==> config.mk <==
export PLATFORM = sky130hd
export DESIGN_NAME = tun_div_cell
export DESIGN_NICKNAME = d
export VERILOG_FILES = /design/src/rtl/tun_pkg.sv /design/src/rtl/tun_div_cell.sv
export SDC_FILE = /design/constraint.sdc
export NUM_CORES = 1
export LEC_CHECK = 0
export BUFFER_PORTS_ARGS = -buffer_cell sky130_fd_sc_hd__buf_2
export CAP_MARGIN = 20
export CELL_PAD_IN_SITES_DETAIL_PLACEMENT = 0
export CELL_PAD_IN_SITES_GLOBAL_PLACEMENT = 1
export CORE_MARGIN = 3
export CORE_UTILIZATION = 43
export CTS_BUF_LIST = sky130_fd_sc_hd__clkbuf_16
export CTS_CLUSTER_DIAMETER = 120
export DETAILED_ROUTE_END_ITERATION = 10
export PLACE_DENSITY_LB_ADDON = 0.1
export SYNTH_ARGS = -nofsm -noshare
export SYNTH_HDL_FRONTEND = slang
export SYNTH_SLANG_ARGS = --single-unit
==> constraint.sdc <==
create_clock -name clk_i -period 1.4 [get_ports clk_i]
set_input_delay 0.21 -clock clk_i [delete_from_list [all_inputs] [get_ports clk_i]]
set_output_delay 0.21 -clock clk_i [all_outputs]
set_load 0.005 [all_outputs]
==> src/rtl/tun_pkg.sv <==
// ----------------------------------------------------------------------------
// Triangle unit normal package
// Widths, payload structs and per-cell transaction structs shared by the
// triangle unit normal pipeline.
// ----------------------------------------------------------------------------
package tun_pkg;

  // Field widths of the transactions.
  localparam int unsigned CoordWidth     = 16;
  localparam int unsigned NormalFracBits = 14;
  localparam int unsigned OutWidth       = 16;

  // Derived internal widths.
  localparam int unsigned EdgeWidth  = CoordWidth + 1;
  localparam int unsigned ProdWidth  = 2 * EdgeWidth;
  localparam int unsigned CrossWidth = ProdWidth + 1;
  localparam int unsigned MagWidth   = ProdWidth;
  localparam int unsigned SumWidth   = 2 * MagWidth;
  localparam int unsigned RootWidth  = SumWidth / 2;
  localparam int unsigned QuotWidth  = NormalFracBits + 1;

  // Input transaction: the three vertices.
  typedef struct packed {
    logic signed [CoordWidth-1:0] ax;
    logic signed [CoordWidth-1:0] ay;
    logic signed [CoordWidth-1:0] az;
    logic signed [CoordWidth-1:0] bx;
    logic signed [CoordWidth-1:0] by;
    logic signed [CoordWidth-1:0] bz;
    logic signed [CoordWidth-1:0] cx;
    logic signed [CoordWidth-1:0] cy;
    logic signed [CoordWidth-1:0] cz;
  } tun_in_t;

  // Output transaction: unit normal in Q1.14 and the degenerate flag.
  typedef struct packed {
    logic signed [OutWidth-1:0] nx;
    logic signed [OutWidth-1:0] ny;
    logic signed [OutWidth-1:0] nz;
    logic                       degenerate;
  } tun_out_t;

  // Square root cell contents.
  typedef struct packed {
    logic                           valid;
    logic [SumWidth-1:0]            rad;
    logic [RootWidth+1:0]           rem;
    logic [RootWidth-1:0]           root;
    logic [2:0][MagWidth-1:0]       mag;
    logic [2:0]                     sign;
    logic                           deg;
  } tun_sq_t;

  // Divider cell contents, three lanes sharing one divisor.
  typedef struct packed {
    logic                           valid;
    logic [RootWidth-1:0]           len;
    logic [2:0][RootWidth:0]        rem;
    logic [2:0][QuotWidth-1:0]      quot;
    logic [2:0]                     sign;
    logic                           deg;
  } tun_dv_t;

endpackage

==> src/rtl/tun_div_cell.sv <==
// ----------------------------------------------------------------------------
// Divider cell
// Resolves one quotient bit in each of the three component lanes.
// ----------------------------------------------------------------------------
module tun_div_cell import tun_pkg::*; (
  input  logic    clk_i,
  input  logic    rst_ni,
  input  logic    en_i,
  input  tun_dv_t cell_i,
  output tun_dv_t cell_o
);

  // The valid flag is the top field of the cell struct.
  localparam int unsigned PayWidth = $bits(tun_dv_t) - 1;

  logic [RootWidth:0]  nrem;
  logic                ge;
  tun_dv_t             cell_d;
  logic                valid_q;
  logic [PayWidth-1:0] pay_q;

  // Restoring division step, lanes are independent.
  always_comb begin
    cell_d = cell_i;
    nrem   = '0;
    ge     = 1'b0;
    for (int i = 0; i < 3; i++) begin
      ge   = (cell_i.rem[i] >= {1'b0, cell_i.len});
      nrem = ge ? (cell_i.rem[i] - {1'b0, cell_i.len}) : cell_i.rem[i];
      cell_d.rem[i]  = {nrem[RootWidth-1:0], 1'b0};
      cell_d.quot[i] = {cell_i.quot[i][QuotWidth-2:0], ge};
    end
  end

  always_ff @(posedge clk_i or negedge rst_ni) begin
    if (!rst_ni) begin
      valid_q <= 1'b0;
    end else if (en_i) begin
      valid_q <= cell_d.valid;
    end
  end

  always_ff @(posedge clk_i) begin
    if (en_i) begin
      pay_q <= cell_d[PayWidth-1:0];
    end
  end

  assign cell_o = {valid_q, pay_q};

endmodule

Word-level counts from Yosys, hierarchy flattened. Index checks and enable logic that the tools add are counted.

Memories kept: 0. Latch bits: 0. Memory bits (read-only): 0. Bits of input ports: 192. Register bits: 186. RAM bits: 0.

Shift-type cells: 0. Reduce and logical (&&, ||, !) cells: 0. $lt $le $gt $ge: 3. Muxes and demuxes: 3. Multipliers: 0. Divide/modulo/power cells: 0. Equal/unequal tests: 0. $add $sub $neg: 3. Bitwise logic cells: 0.

Operator list (count): 35-bit by 34-bit greater-or-equal comparator with 1-bit output (3); 34-bit two-way mux (3); 34-bit subtractor (3).

Logic depth before layout (Yosys ltp).
Depth in word-level cells: 2. Mapped depth: 14. Depth with buffers taken out: 13.

Least setup slack after synthesis. No wires, ideal clock.

Path type: input-to-reg. From: input port cell_i[84] (netlist name). To: register pay_q[117], data pin. Stages: 13. Path buffers: 0. Arrival: 2552 ps. Slack: -1408 ps. Required time: 1144 ps. Cell sequence: inv_1 > ha_1 > inv_1 > fa_1 > a211oi_1 > o21ai_1 > o21ai_0 > a2bb2oi_1 > a31oi_1 > o21ai_1 > a311oi_1 > xor2_1 > o21ai_1.

RTL lines: start, declared (RTL line tun_div_cell.sv:9) `input tun_dv_t cell_i,`; end signal, assigned (RTL line tun_div_cell.sv:45) `pay_q <= cell_d[PayWidth-1:0];`; end, declared (RTL line tun_div_cell.sv:20) `logic [PayWidth-1:0] pay_q;`.

==> results.md <==
* Final Util at 0.759
* CTS tree: built
* Max-cap violation count at 0
* Number of global-route vias before repair at 13084
* Sequential share of power at 0.361
* Largest net degree at the start of global routing at 53
* Post-DP Area at 17500 um2
* Slew margin rel. at 0.668
* Clock Skews at 0 ns
* Setup slack after layout at -1.12 ns
* Min-delay worst type: input pin to flop
* NumNets Final at 2359
* Cell Int Power at 13400 uW
* DRC viols at 0
* PD cells at 960 nW/um2
* DR WL/cell at 19.3 um
* Final ANT Viol Nets at 0
* Number of synthesized flops with an enable pin at 185
* Leakage at 0.00942 uW
* FILL cells at 1925
* Reg2reg end: valid_q
* Fin cells at 2455
* R2R setup slack at 0.66 ns
* DR iter-0 viols at 743
* Net Sw Power at 6580 uW
* Die W at 174 um
* GRT overflow at 0
* YS warnings at 0
* Gpl congestion at ~0.96
* Ratio of cells with drive above 1 in the final layout at 0.534
* Avg Inst Size Synth at 10.3 um2
* RSZ-0062 raised after global routing: yes
* Initial antenna violation count at 12
* GRT Overall Usage at 0.300
* Seq/Total Area, Yosys at 0.459
* Reg2reg start: valid_q
* PortBufs at 374
* Synth Instances at about 1200
* Vias per cell at between 5 and 6
* CP peak stage delay at around 0.48 ns
* Critical Path Stages at 10
* Rows at 60
* IO Count at 381
* DIE AREA at just over 30000 um2
* Placed instance count at 2292
* Crit-path leading delay family: compound AO/OA/AOI/OAI gates
* Post-synth cell types at 83
* First-pass DRT Iterations at 6
* Setup crit end kind: flop
* Post-DP HPWL at about 35000 um
* Max Root-Sink Buffers at 2
* Worst setup path category: input pin to flop
* Area of the mapped netlist at 12200 um2
* CTS sink count at 186
* Htree depth at 4
* Final instance area at 20800 um2
* Core ar. at between 20000 and 30000 um2
* Die Ht at 174 um
* Worst-Margin Slew at between 0.4 and 0.5 ns
* Net Sw Frac at 0.329
* Combinational fraction of design power at 0.384
* Max VDD drop at 0.787 mV
* CTS Buf Count at 17
* Clock Tree Root: clkbuf_16
* Violated checks: negative setup slack
* Vias at about 13000
* Max-slew violations at 0
* CP Launch Type: input pin
* Crit-path max FO at 8
* Worst-path cell chain: buf_2 -> inv_1 -> ha_1 -> a21oi_1 -> o21ai_1 -> a2111oi_1 -> o21ai_1 -> a31oi_4 -> buf_12 -> mux2_4
* Worst Setup SP: cell_i[180]
* Clock edge transition at the registers on the reported setup and hold paths at about 0.090 ns
* Post-synthesis register bit count at approximately 190
* Arr. time, crit path at 2.71 ns
* Worst setup path endpoint: pay_q[137]
* Fin crit period at 2.52 ns
* Initial Util at 0.444
* Worst skew pair latency at 0.45 ns
* Final hold slack at 0.0527 ns
* Crit path buffers/inverters at 3
* WL final at 47500 um
* Max Freq at 397 MHz
* CP Data Required Time at about 1.6 ns
* First-pass GRT wire length at 71100 um
* Outcome: finished, violations left
* Clock power frac at 0.255
* Multi-input logic area at 7430 um2
* Fin. Hold Viols at 0
* Most frequent CP cell: o21ai_1
* Crit share post-route at 1.80
* Ys async rst share at 0.00538
* Synth-to-Final Area Change at 71.0%
* Cells on worst reg2reg path at 1
* Setup-failing EPs final at 105
* Top FF cell, synth: edfxtp_1
* Register Area at 5580 um2
* Critical Path Slowest Stage Cell: a2111oi_1
* Total power at 20000 uW
[how the worst min path moves through the flow]
stage                            from  cells past startpoint  slack (ns)          to
final                      cell_i[77]                      3        0.05   pay_q[78]
after global placement         rst_ni                      1       -0.01     valid_q
after floorplan                rst_ni                      0       -0.09     valid_q
after global routing      cell_i[154]                      2        0.05  pay_q[154]
after CTS                      rst_ni                      2        0.05     valid_q
after detailed placement       rst_ni                      1       -0.01     valid_q
[power groups by stage]
stage,Combinational [uW],Sequential [uW],Clock (uW)
after floorplan,2840,7400,0
after global placement,6080,7320,0
after detailed placement,6150,7320,0
after CTS,7180,7210,5140
after global routing,8280,7270,5330
final,7670,7210,5090
[cell usage in the layout, fill, tap and decap left out, types with 12 or more instances in the layout]
| cell type | count |
|---|---|
| a21o_1 | 37 |
| buf_12 | 12 |
| xor2_1 | 35 |
| ha_4 | 24 |
| inv_1 | 49 |
| edfxtp_1 | 185 |
| dlygate4sd3_1 | 79 |
| xnor2_1 | 44 |
| o21ai_1 | 41 |
| clkbuf_16 | 18 |
| nor2_1 | 43 |
| nand3_1 | 26 |
| a21oi_2 | 23 |
| nand2_2 | 39 |
| ha_1 | 72 |
| o21ai_0 | 36 |
| buf_2 | 367 |
| nand2_1 | 100 |
| a21oi_1 | 72 |
| buf_6 | 24 |
| buf_4 | 389 |
| nand4_1 | 14 |
| o21ai_2 | 47 |
| o21bai_1 | 13 |
[cell families (layout without fill, tap and decap cells)]
logic type | Yosys count | after routing | synth area share
flops | 186 | 186 | 0.459
fa+ha+maj | 105 | 105 | 0.110
mux | 17 | 17 | 0.0160
other cells | 1 | 11 | 0.000308
buf+inv | 108 | 992 | 0.0389
compound gates | 373 | 377 | 0.198
simple gates | 310 | 310 | 0.117
xor+xnor | 85 | 85 | 0.0612
[cells in the mapped netlist, drive strengths merged, types with 9 or more instances]
master | instances | share of area
a211oi | 11 | 0.0076
a21o | 37 | 0.023
a21oi | 99 | 0.043
a31oi | 11 | 0.0069
and3 | 9 | 0.0046
buf | 23 | 0.012
clkbuf | 14 | 0.0045
edfxtp | 185 | 0.46
ha | 102 | 0.10
inv | 71 | 0.022
mux2 | 14 | 0.014
nand2 | 147 | 0.045
nand2b | 10 | 0.0051
nand3 | 30 | 0.012
nand4 | 14 | 0.0072
nor2 | 49 | 0.015
nor2b | 10 | 0.0051
nor3 | 12 | 0.0049
o21ai | 129 | 0.053
o21bai | 15 | 0.0093
o31ai | 9 | 0.0056
xnor2 | 48 | 0.035
xor2 | 37 | 0.027
[final cells by class]
class	instances	area share
Tap cell	372	0.0224
Antenna cell	8	0.000962
Clock buffer	17	0.0204
Clock inverter	15	0.00872
Inverter	71	0.0148
Multi-Input combinational cell	897	0.357
Timing Repair Buffer	889	0.308
Sequential cell	186	0.268
[registers in the layout, summed over array words and instances, names as in the netlist]
| signal | cells |
|---|---|
| pay_q | 185 |
| valid_q | 1 |
[timing repair]
action | 4_1_cts | 5_1_grt
gates cloned | 10 | 1
endpoints found under the hold margin | 79 | 0
hold buffers | 79 | 0
buffers inserted | 28 | 10
gates resized for setup | 224 | 133
setup endpoints to repair | 105 | 105
pin swaps | 109 | 58
[stage by stage]
stage	TNS [ns]	setup WS (ns)
6_report	-106.45	-1.12
5_1_grt	-112.68	-1.19
4_1_cts	-102.29	-1.11
3_5_place_dp	-162.80	-1.68
3_3_place_gp	-157.62	-1.64
2_1_floorplan	-119.78	-1.29
[per-layer routing]
layer  global-route usage  share of wire  up-vias  wire, um
met1                0.371           0.41     6107     19400
met2                0.517           0.49      462     23400
met5                    0         0.0011        -        50
met4                0.120          0.034        8      1630
met3               0.0572          0.061       93      2900
li1                     -              -     6206         -
Power figures use the tool's default switching activity.
