### src/rtl/tun_pkg.sv
// ----------------------------------------------------------------------------
// Triangle unit normal package
// Widths, payload structs and per-cell transaction structs shared by the
// triangle unit normal pipeline.
// ----------------------------------------------------------------------------
package tun_pkg;

  // Field widths of the transactions.
  localparam int unsigned CoordWidth     = 16;
  localparam int unsigned NormalFracBits = 14;
  localparam int unsigned OutWidth       = 16;

  // Derived internal widths.
  localparam int unsigned EdgeWidth  = CoordWidth + 1;
  localparam int unsigned ProdWidth  = 2 * EdgeWidth;
  localparam int unsigned CrossWidth = ProdWidth + 1;
  localparam int unsigned MagWidth   = ProdWidth;
  localparam int unsigned SumWidth   = 2 * MagWidth;
  localparam int unsigned RootWidth  = SumWidth / 2;
  localparam int unsigned QuotWidth  = NormalFracBits + 1;

  // Input transaction: the three vertices.
  typedef struct packed {
    logic signed [CoordWidth-1:0] ax;
    logic signed [CoordWidth-1:0] ay;
    logic signed [CoordWidth-1:0] az;
    logic signed [CoordWidth-1:0] bx;
    logic signed [CoordWidth-1:0] by;
    logic signed [CoordWidth-1:0] bz;
    logic signed [CoordWidth-1:0] cx;
    logic signed [CoordWidth-1:0] cy;
    logic signed [CoordWidth-1:0] cz;
  } tun_in_t;

  // Output transaction: unit normal in Q1.14 and the degenerate flag.
  typedef struct packed {
    logic signed [OutWidth-1:0] nx;
    logic signed [OutWidth-1:0] ny;
    logic signed [OutWidth-1:0] nz;
    logic                       degenerate;
  } tun_out_t;

  // Square root cell contents.
  typedef struct packed {
    logic                           valid;
    logic [SumWidth-1:0]            rad;
    logic [RootWidth+1:0]           rem;
    logic [RootWidth-1:0]           root;
    logic [2:0][MagWidth-1:0]       mag;
    logic [2:0]                     sign;
    logic                           deg;
  } tun_sq_t;

  // Divider cell contents, three lanes sharing one divisor.
  typedef struct packed {
    logic                           valid;
    logic [RootWidth-1:0]           len;
    logic [2:0][RootWidth:0]        rem;
    logic [2:0][QuotWidth-1:0]      quot;
    logic [2:0]                     sign;
    logic                           deg;
  } tun_dv_t;

endpackage

### src/rtl/tun_sqrt_cell.sv
// ----------------------------------------------------------------------------
// Square root cell
// Resolves one bit of the integer square root and registers the result.
// ----------------------------------------------------------------------------
module tun_sqrt_cell import tun_pkg::*; (
  input  logic    clk_i,
  input  logic    rst_ni,
  input  logic    en_i,
  input  tun_sq_t cell_i,
  output tun_sq_t cell_o
);

  // The valid flag is the top field of the cell struct.
  localparam int unsigned PayWidth = $bits(tun_sq_t) - 1;

  logic [RootWidth+1:0] rem_sh;
  logic [RootWidth+1:0] trial;
  logic                 take;
  tun_sq_t              cell_d;
  logic                 valid_q;
  logic [PayWidth-1:0]  pay_q;

  // Bring down two radicand bits and try the next root bit.
  always_comb begin
    rem_sh = {cell_i.rem[RootWidth-1:0], cell_i.rad[SumWidth-1 -: 2]};
    trial  = {cell_i.root, 2'b01};
    take   = (rem_sh >= trial);
    cell_d      = cell_i;
    cell_d.rad  = {cell_i.rad[SumWidth-3:0], 2'b00};
    cell_d.rem  = take ? (rem_sh - trial) : rem_sh;
    cell_d.root = {cell_i.root[RootWidth-2:0], take};
  end

  // Valid bit is reset; the payload is not.
  always_ff @(posedge clk_i or negedge rst_ni) begin
    if (!rst_ni) begin
      valid_q <= 1'b0;
    end else if (en_i) begin
      valid_q <= cell_d.valid;
    end
  end

  always_ff @(posedge clk_i) begin
    if (en_i) begin
      pay_q <= cell_d[PayWidth-1:0];
    end
  end

  assign cell_o = {valid_q, pay_q};

endmodule

### config.mk
export PLATFORM = sky130hd
export DESIGN_NAME = tun_sqrt_cell
export DESIGN_NICKNAME = d
export VERILOG_FILES = /design/src/rtl/tun_pkg.sv /design/src/rtl/tun_sqrt_cell.sv
export SDC_FILE = /design/constraint.sdc
export NUM_CORES = 1
export LEC_CHECK = 0
export BUFFER_PORTS_ARGS = -buffer_cell sky130_fd_sc_hd__buf_2
export CORE_AREA = 2 2 193 195
export CTS_CLUSTER_SIZE = 25
export DETAILED_ROUTE_END_ITERATION = 8
export DIE_AREA = 0 0 195 197
export GPL_ROUTABILITY_DRIVEN = 0
export PLACE_DENSITY = 0.62
export SETUP_SLACK_MARGIN = 0.1
export SLEW_MARGIN = 15
export SYNTH_ARGS = -nofsm -noshare
export SYNTH_HDL_FRONTEND = slang
export SYNTH_SLANG_ARGS = --single-unit
### constraint.sdc
create_clock -name clk_i -period 0.85 [get_ports clk_i]
set_clock_uncertainty 0.05 [all_clocks]
set_input_delay 0.255 -clock clk_i [delete_from_list [all_inputs] [get_ports clk_i]]
set_output_delay 0.255 -clock clk_i [all_outputs]
set_load 0.02 [all_outputs]
Yosys cells after proc, flatten, opt, wreduce, memory -nomap -nowiden
Index checks and enable logic that the tools add are counted.
Widths: inputs -> output; s select.
Cells by class
  magnitude comparators: 1
  muxes and demuxes: 1
  $add $sub $neg: 1
Operators with widths (count)
  $ge 36x36->1: 1
  $mux 36: 1
  $sub 36x36->36: 1
Storage, ports and cells
  bits in registers: 243
  bits of input ports: 248

Longest topological paths before layout
Gate-level depths: netlist of run 1.
  depth in word-level cells: 2
  mapped depth: 13
  depth with buffers taken out: 11

Worst setup path after synthesis of run 1
OpenSTA, ideal clock, no wires.
  path type: input to register
  from: input cell_i[106] (netlist bit)
  to: register pay_q[175] (data pin)
  cell stages on the path: 10
  required time: 0.540 ns
  arrival time: 2.276 ns
  path slack: -1.736 ns
  cell sequence: inv_1 -> ha_1 -> o21ai_0 -> a2111oi_2 -> a211oi_2 -> o31a_1 -> o21ai_2 -> a41oi_2 -> xnor2_1 -> mux2_2
RTL lines
  start, declared: RTL line tun_sqrt_cell.sv:9  | input tun_sq_t cell_i,
  end signal, assigned: RTL line tun_sqrt_cell.sv:45  | pay_q <= cell_d[PayWidth-1:0];
  end, declared: RTL line tun_sqrt_cell.sv:21  | logic [PayWidth-1:0] pay_q;

==> impl_metrics.json, run 1 <==
{
  "yosysSeqAreaShare_pct": 72.2,
  "power_mw": 36.8,
  "async_flop_share_pct": 0.412,
  "drt-initial-drc-count": 388,
  "cts_max_level": 1,
  "pre_cts_ws_ps": -1920,
  "hold_viol": 14,
  "leakagePower_nw": 8.36,
  "regArea_um2": 7290,
  "first_pass_iters": 4,
  "synthTopCellsByArea": "edfxtp_1 72%, ha_1 4.5%, mux2_4 3.4%",
  "grt-ovfl-total": 0,
  "cts_tree": "built",
  "antenna_found_initial": 9,
  "ys_seq_elements": 243,
  "post-route-period-util_pct": 242,
  "cp_slowest_cell": "or4_4",
  "switchingPower_mw": 10.3,
  "holdWs_ps": -53.8,
  "finalSetupTns_ps": -176620,
  "violations": "hold timing, setup timing",
  "cp-start-kind": "input pin",
  "design_area_um2": 19700,
  "cts_hold_buf": 207,
  "post-route-util_pct": 54.2,
  "whs_path_depth": 2,
  "crit_family": "simple AND/OR/NAND/NOR gates",
  "routed_wl_um": 43400,
  "status": "finished, violations left",
  "clk_pin_slew_worst_paths_ps": 60,
  "placed_cells": 1718,
  "grt_pass1_wl_um": 59800,
  "syn_to_final_growth_pct": 94.5,
  "end_kind": "register",
  "post_dp_cell_area_um2": 14600,
  "setup_viol": 281,
  "worstHoldPathType": "input pin to register",
  "worst-path-buf-inv": 4,
  "slew_viol_final": 0,
  "cts_sinks": 243,
  "remaining_drc_errors": 0,
  "cp_max_fo": 6,
  "yosysUniqueCellTypes": 66,
  "clock_path_buffers": 3,
  "critPathKind": "input pin to register",
  "clk_latency_ps": 560,
  "cts_buffers": 27,
  "dr_total_vias": 9156,
  "layout-drive-gt1-share_pct": 54.4,
  "synth_top_area_cell": "edfxtp_1",
  "start_util_pct": 27.9,
  "critPathRequiredTime_ps": 1220,
  "yosys.area.top_type_share_pct": 71.9,
  "track_usage_pct": 20.9,
  "fin_ws_ps": -1210,
  "ys_warn_count": 0,
  "synth_common_cells": "242 x edfxtp_1, 46 x inv_1, 40 x nand2_1",
  "grt_max_degree": 32,
  "rsz0062_at_grt": "yes",
  "combPwrFrac_pct": 27.1,
  "power_frac_clock_pct": 32.2,
  "dp_hpwl_um": 30400,
  "period_minus_slack_ps": 2060,
  "max_freq_mhz": 485,
  "final_cells": 2005,
  "via_per_inst": 4.57,
  "portBuffers": 488,
  "nets": 1797,
  "fillers": 2885,
  "die_area_um2": 38400,
  "power_density_nw_per_um2": 1870,
  "post_synth.cell_area_avg_um2": 15.9,
  "die_h_um": 197,
  "reg2reg_depth": 2,
  "ir_drop_mv": 1.67,
  "ios": 493,
  "sw_frac_of_total_pct": 28.0,
  "cts_root_buffer": "clkbuf_16",
  "coreArea_um2": 36300,
  "synth_edf_count": 242,
  "grt_pass1_vias": 9428,
  "path_depth": 13,
  "max_cap_violations": 0,
  "fp.dieW_um": 195,
  "drtAntennaViolNets": 0,
  "fp-row-count": 70,
  "crit_path_max_incr_delay_ps": 530,
  "p_int_mw": 26.5,
  "p_seq_share_pct": 40.7,
  "path_cells": "buf_2 -> inv_1 -> ha_4 -> nand4_1 -> nor4_2 -> buf_4 -> a31oi_1 -> nand2_1 -> o21ai_2 -> o21a_4 -> buf_6 -> or4_4 -> nand3_2",
  "synth-main-ff-cell": "edfxtp_1",
  "worstPathArrival_ps": 2430,
  "synth.most_common_cell": "edfxtp_1",
  "wl_per_cell_um": 21.6,
  "multiInputGateArea_um2": 3090,
  "syn_area_um2": 10100,
  "synthCells": 636
}
metal layers:
layer | wire length [µm] | part of all wire, % | GRT usage (%) | vias to the layer above
li1 | - | - | - | 4187
met2 | 21700 | 50 | 36.2 | 444
met1 | 16300 | 38 | 24.1 | 4414
met4 | 2020 | 4.7 | 8.82 | 8
met5 | 48 | 0.11 | 0 | -
met3 | 3300 | 7.6 | 6.07 | 103
sequential cells by signal, summed over array words and instances (netlist names):
| signal | flops |
|---|---|
| valid_q | 1 |
| pay_q | 242 |
power by group through the flow:
stage	logic [mW]	registers, mW	clock network, mW
after floorplan	2.34	16.3	0
final	9.97	15.0	11.9
after detailed placement	7.33	15.0	0
after CTS	9.37	14.9	12.0
after global placement	7.26	15.0	0
after global routing	10.5	15.1	12.5
cell families (layout without fill, tap and decap cells):
group                    count (synthesis)  in the layout  synth area share (%)
AO/OA/AOI/OAI                          116            116                  8.04
XOR/XNOR                                32             32                  2.77
adder cells (fa/ha/maj)                 36             36                  4.46
buffers and inverters                   71            966                  3.19
flip-flops                             243            243                  72.2
multiplexers                            32             32                  4.41
other                                    1              7                0.0371
AND/OR/NAND/NOR                        105            105                  4.94
worst paths after layout:
check | from | end | slack (ps)
max | cell_i[116] | pay_q[162] | -1210
min | cell_i[133] | pay_q[134] | -50
max reg2reg | valid_q | valid_q | -110
min reg2reg | valid_q | valid_q | 610
max in group asynchronous | rst_ni | valid_q | 100
min in group asynchronous | rst_ni | valid_q | 540
cells in the final DEF (no fill, tap or decap), drive strengths merged, types with 3 or more instances in the layout:
master	synthesis	routed
nand2	40	40
nor3	8	8
o31ai	4	4
a31oi	5	5
xnor2	21	21
o211ai	3	3
a21oi	38	38
inv	47	48
o21ai	29	29
a2111oi	4	4
nand3	7	7
clkbuf	7	32
diode	0	5
mux2	31	31
a21o	5	5
o21a	5	5
edfxtp	242	242
xor2	11	11
a41oi	3	3
clkinv	0	11
dlygate4sd3	0	206
bufinv	0	3
ha	36	36
o21bai	6	6
nor2	24	24
buf	17	663
nand4	10	10
area by class of cell:
cell class	count	share of cell area, %
repair buffers	871	38.6
diodes	5	0.0636
flip-flops and latches	243	37.1
clock buffers	31	3.51
clock inverters	17	0.936
inverters	47	1.13
well taps	468	2.98
multi-input cells	323	15.7
worst reg2reg max path, stage by stage, from the launching register on:
cell     delay, ps
dfrtp_1        410
buf_6          130
mux2_4         260
repair_timing:
item / 4_1_cts / 5_1_grt
cloned: 0 / 1
resized for setup: 393 / 173
pin swaps: 46 / 37
endpoints found under the hold margin: 228 / 20
setup buffers: 19 / 7
endpoints found under the setup margin: 281 / 282
Power figures use the tool's default switching activity.
==> run 2: changes to the inputs <==
--- a/config.mk
+++ b/config.mk
@@ -5,7 +5,7 @@
 export SDC_FILE = /design/constraint.sdc
 export NUM_CORES = 1
 export LEC_CHECK = 0
-export BUFFER_PORTS_ARGS = -buffer_cell sky130_fd_sc_hd__buf_2
+export BUFFER_PORTS_ARGS = -buffer_cell sky130_fd_sc_hd__buf_4
 export CORE_AREA = 2 2 193 195
 export CTS_CLUSTER_SIZE = 25
 export DETAILED_ROUTE_END_ITERATION = 8
==> impl_metrics.json, run 2 (same netlist as run 1, synthesis figures left out) <==
{
  "ir_drop_mv": 1.42,
  "reg_top3": "pay_q (242), valid_q (1)",
  "max_cap_violations": 0,
  "coreArea_um2": 36300,
  "clock_path_buffers": 3,
  "period_minus_slack_ps": 2040,
  "cts_sinks": 243,
  "cp_max_fo": 4,
  "largest_register": "pay_q",
  "final_cell_mix": "367 x buf_4, 271 x buf_6, 242 x edfxtp_1",
  "post-route-period-util_pct": 240,
  "ios": 493,
  "cts_hold_buf": 205,
  "worst-path-buf-inv": 2,
  "clk_latency_ps": 540,
  "pre_cts_ws_ps": -1860,
  "tightestPinTransition_ps": 511,
  "antenna_found_initial": 7,
  "via_per_inst": 4.56,
  "crit_family": "simple AND/OR/NAND/NOR gates",
  "end_kind": "register",
  "fin_ws_ps": -1190,
  "grt_max_degree": 58,
  "multiInputGateArea_um2": 3260,
  "post_dp_cell_area_um2": 15700,
  "wl_per_cell_um": 22.3,
  "grt_pass1_vias": 9685,
  "relSlewSlack_pct": 65.9,
  "fp-row-count": 70,
  "clk_pin_slew_worst_paths_ps": 60,
  "violations": "hold timing, setup timing",
  "combPwrFrac_pct": 28.0,
  "die_h_um": 197,
  "path_cells": "buf_6 -> ha_4 -> nor2b_4 -> nor3_4 -> o21ai_4 -> a41o_4 -> a31oi_4 -> o21a_4 -> buf_6 -> or4_4 -> nand3_2",
  "rsz0062_at_grt": "yes",
  "cp_slowest_cell": "or4_4",
  "worstHoldPathType": "input pin to register",
  "slew_viol_final": 0,
  "hold_viol": 19,
  "nets": 1792,
  "grt_pass1_wl_um": 62800,
  "power_frac_clock_pct": 32.3,
  "sw_frac_of_total_pct": 27.7,
  "fp.dieW_um": 195,
  "dp_hpwl_um": 30900,
  "layout-drive-gt1-share_pct": 56.1,
  "cp_common_cell": "buf_6",
  "p_int_mw": 27.4,
  "worstPathArrival_ps": 2400,
  "fillers": 2749,
  "leakagePower_nw": 8.68,
  "track_usage_pct": 21.9,
  "cp-start-kind": "input pin",
  "dr_total_vias": 9123,
  "switchingPower_mw": 10.5,
  "power_density_nw_per_um2": 1840,
  "drt-initial-drc-count": 418,
  "drtAntennaViolNets": 0,
  "setup_viol": 280,
  "critPathRequiredTime_ps": 1210,
  "cts_buffers": 28,
  "status": "finished, violations left",
  "syn_to_final_growth_pct": 103,
  "critPathKind": "input pin to register",
  "final_common_cell": "buf_4",
  "cts_root_buffer": "clkbuf_16",
  "crit_path_max_incr_delay_ps": 520,
  "largest_reg_flops": 242,
  "cts_tree": "built",
  "grt-ovfl-total": 0,
  "design_area_um2": 20500,
  "start_util_pct": 27.9,
  "regArea_um2": 7290,
  "first_pass_iters": 5,
  "routed_wl_um": 44500,
  "portBuffers": 488,
  "p_seq_share_pct": 39.7,
  "cts_max_level": 1,
  "die_area_um2": 38400,
  "remaining_drc_errors": 0,
  "max_freq_mhz": 490,
  "holdWs_ps": -101
}
## run 2: changes by cell type in the layout (fill, tap and decap cells not counted), moves of 5 or more
cell,previous run,this run
buf_6,237,271
o21ai_1,12,7
o21ai_2,3,9
buf_4,152,367
buf_2,251,0
clkinv_1,6,0
## run 2: per-layer routing
metal / global-route usage (%) / vias up / wire [µm]
met4: 8.96 / 6 / 1940
met2: 39.0 / 398 / 22700
li1: - / 4157 / -
met5: 0 / - / 41
met1: 25.4 / 4466 / 16700
met3: 5.00 / 96 / 3170
## run 2: metrics by stage
step | instances | power (mW) | setup TNS [ps] | utilization, %
6_report | 2000 | 37.9 | -171650 | 56.6
3_3_place_gp | 1708 | 23.0 | -118030 | 43.2
4_1_cts | 1983 | 37.6 | -176990 | 55.6
2_1_floorplan | 637 | 18.7 | -55370 | -
5_1_grt | 1998 | 39.0 | -181730 | 56.6
3_5_place_dp | 1708 | 23.1 | -119060 | 43.2
## run 2: worst paths after layout
check,from,end,slack (ps),cells after the start
worst max-delay path,cell_i[140],pay_q[174],-1190,11
worst min-delay path,cell_i[244],valid_q,-100,2
worst max register to register,valid_q,valid_q,50,1
worst min register to register,valid_q,valid_q,480,1
max in group asynchronous,rst_ni,valid_q,140,3
min in group asynchronous,rst_ni,valid_q,510,3
## run 2: power groups by stage
stage,clock (mW),combinational (mW),sequential [mW]
floorplan,0,2.34,16.3
global placement,0,8.03,15.0
detailed placement,0,8.10,15.0
CTS,12.3,10.2,15.0
global route,12.8,11.1,15.1
finish,12.2,10.6,15.0
## run 2: area by class of cell
| cell class | instances | area share [%] |
|---|---|---|
| inverters | 47 | 1.08 |
| multi-input cells | 323 | 15.9 |
| diodes | 4 | 0.0488 |
| clock inverters | 11 | 0.567 |
| repair buffers | 864 | 40.1 |
| well taps | 468 | 2.85 |
| clock buffers | 39 | 3.91 |
| flip-flops and latches | 243 | 35.5 |
| repair inverters | 1 | 0.0549 |
## run 2: repair_timing
item,4_1_cts,5_1_grt
cloned,3,0
buffers inserted,18,17
setup endpoints to repair,281,283
pin swaps,17,30
endpoints found under the hold margin,231,27
resized for setup,340,62
==> run 3: changes to the inputs <==
--- a/config.mk
+++ b/config.mk
@@ -7,6 +7,7 @@
 export LEC_CHECK = 0
 export BUFFER_PORTS_ARGS = -buffer_cell sky130_fd_sc_hd__buf_4
 export CORE_AREA = 2 2 193 195
+export CTS_BUF_LIST = sky130_fd_sc_hd__clkbuf_8
 export CTS_CLUSTER_SIZE = 25
 export DETAILED_ROUTE_END_ITERATION = 8
 export DIE_AREA = 0 0 195 197
==> impl_metrics.json, run 3 (same netlist as run 1, synthesis figures left out) <==
{
  "clk_pin_slew_worst_paths_ps": 60,
  "cts_tree": "built",
  "portBuffers": 488,
  "ios": 493,
  "r2r_start": "valid_q",
  "die_h_um": 197,
  "dr_total_vias": 9157,
  "finalSetupTns_ps": -181760,
  "final_cells": 2014,
  "syn_to_final_growth_pct": 101,
  "holdWs_ps": -65.4,
  "critPathKind": "input pin to register",
  "grt_pass1_wl_um": 62400,
  "post-route-period-util_pct": 233,
  "crit_family": "compound AO/OA/AOI/OAI gates",
  "nets": 1795,
  "hold_path.startpoint": "cell_i[154]",
  "max_cap_violations": 0,
  "worstHoldPathType": "input pin to register",
  "die_area_um2": 38400,
  "end_kind": "register",
  "drt-initial-drc-count": 489,
  "slew_viol_final": 0,
  "remaining_drc_errors": 0,
  "cp_common_cell": "buf_6",
  "track_usage_pct": 22.0,
  "grt-ovfl-total": 0,
  "placed_cells": 1708,
  "grt_pass1_vias": 9679,
  "path_cells": "buf_6 -> ha_4 -> buf_6 -> a21oi_4 -> o221ai_2 -> a41o_4 -> a31oi_4 -> o21a_4 -> clkinv_8 -> clkbuf_16 -> mux2_4",
  "largest_register": "pay_q",
  "hold_viol": 25,
  "cts_hold_buf": 208,
  "drtAntennaViolNets": 0,
  "layout-drive-gt1-share_pct": 55.3,
  "pre_cts_ws_ps": -1860,
  "period_minus_slack_ps": 1980,
  "cts_root_buffer": "clkbuf_8",
  "whs_path_depth": 2,
  "rsz0062_at_grt": "yes",
  "cts_max_level": 2,
  "wl_per_cell_um": 22.0,
  "cts_buffers": 44,
  "cp-start-kind": "input pin",
  "r2r-end": "valid_q",
  "dp_hpwl_um": 30900,
  "path_depth": 11,
  "fp.dieW_um": 195,
  "final_cell_mix": "353 x buf_4, 264 x buf_6, 242 x edfxtp_1",
  "worst-path-buf-inv": 4,
  "largest_reg_flops": 242,
  "fin_ws_ps": -1130,
  "cp_max_fo": 7,
  "whs_endpoint": "pay_q[156]",
  "reg_top3": "pay_q (242), valid_q (1)",
  "cts_sinks": 243,
  "final_common_cell": "buf_4",
  "first_pass_iters": 5,
  "coreArea_um2": 36300,
  "leakagePower_nw": 8.60,
  "setup_viol": 281,
  "grt_max_degree": 58,
  "start_util_pct": 27.9,
  "max_freq_mhz": 505,
  "clk_latency_ps": 600,
  "reg2reg_depth": 2,
  "cp_slowest_cell": "mux2_4",
  "ir_drop_mv": 1.29,
  "worstPathArrival_ps": 2250,
  "fp-row-count": 70,
  "power_density_nw_per_um2": 1800,
  "ff2ff_setup_slack_ps": -80,
  "crit_path_max_incr_delay_ps": 290,
  "antenna_found_initial": 5,
  "routed_wl_um": 44200,
  "critPathRequiredTime_ps": 1120,
  "violations": "hold timing, setup timing",
  "clock_path_buffers": 3,
  "via_per_inst": 4.55,
  "power_mw": 36.7,
  "status": "finished, violations left"
}
## run 3: changes by cell type in the layout (fill, tap and decap cells not counted), sizes merged
cell,previous run,this run
bufinv,2,3
dlymetal6s4s,2,1
inv,48,55
clkinv,9,21
buf,659,640
diode,4,3
dlygate4sd3,203,207
clkbuf,39,48
clkinvlp,0,2
## run 3: area by class of cell
cell class,count,area (µm²)
diodes,3,7.51
clock buffers,45,619
clock inverters,33,240
fillers,2796,15900
inverters,47,229
multi-input cells,323,3180
flip-flops and latches,243,7290
well taps,468,586
repair buffers,851,8180
repair inverters,1,16.3
## run 3: per-stage QoR
step	util [%]	instance area (µm²)
after floorplan	-	10500
after CTS	55.2	20000
after detailed placement	43.2	15700
final	56.1	20300
after global routing	56.1	20300
after global placement	43.2	15700
## run 3: how the worst max path moves through the flow
stage / startpoint / endpoint / slack [ps]
6_report: cell_i[149] / pay_q[159] / -1130
3_3_place_gp: cell_i[121] / pay_q[168] / -1820
4_1_cts: cell_i[142] / pay_q[175] / -1090
5_1_grt: cell_i[111] / pay_q[175] / -1170
3_5_place_dp: cell_i[121] / pay_q[168] / -1860
2_1_floorplan: cell_i[112] / pay_q[175] / -1560
## run 3: what timing repair did
item / in CTS / in global routing
setup buffers: 9 / 6
gates cloned: 1 / 2
gates resized for setup: 343 / 57
endpoints found under the hold margin: 239 / 27
pin swaps: 28 / 30
endpoints found under the setup margin: 281 / 282
## run 3: worst register-to-register path, delay by kind of cell, from the launching register on
family / cells / cell delay, ps
flip-flops: 1 / 390
multiplexers: 1 / 250
buffers and inverters: 1 / 120
## run 3: routing by layer
metal / part of all wire (%) / track usage [%]
met1: 37 / 24.4
met3: 8.0 / 6.64
met2: 50 / 38.1
met5: 0.095 / 0
met4: 4.8 / 11.3
## run 3: where the power goes
| part | internal [mW] | switching [mW] |
|---|---|---|
| Clock | 5.90 | 5.30 |
| Combinational | 5.66 | 4.77 |
| Sequential | 14.5 | 0.576 |
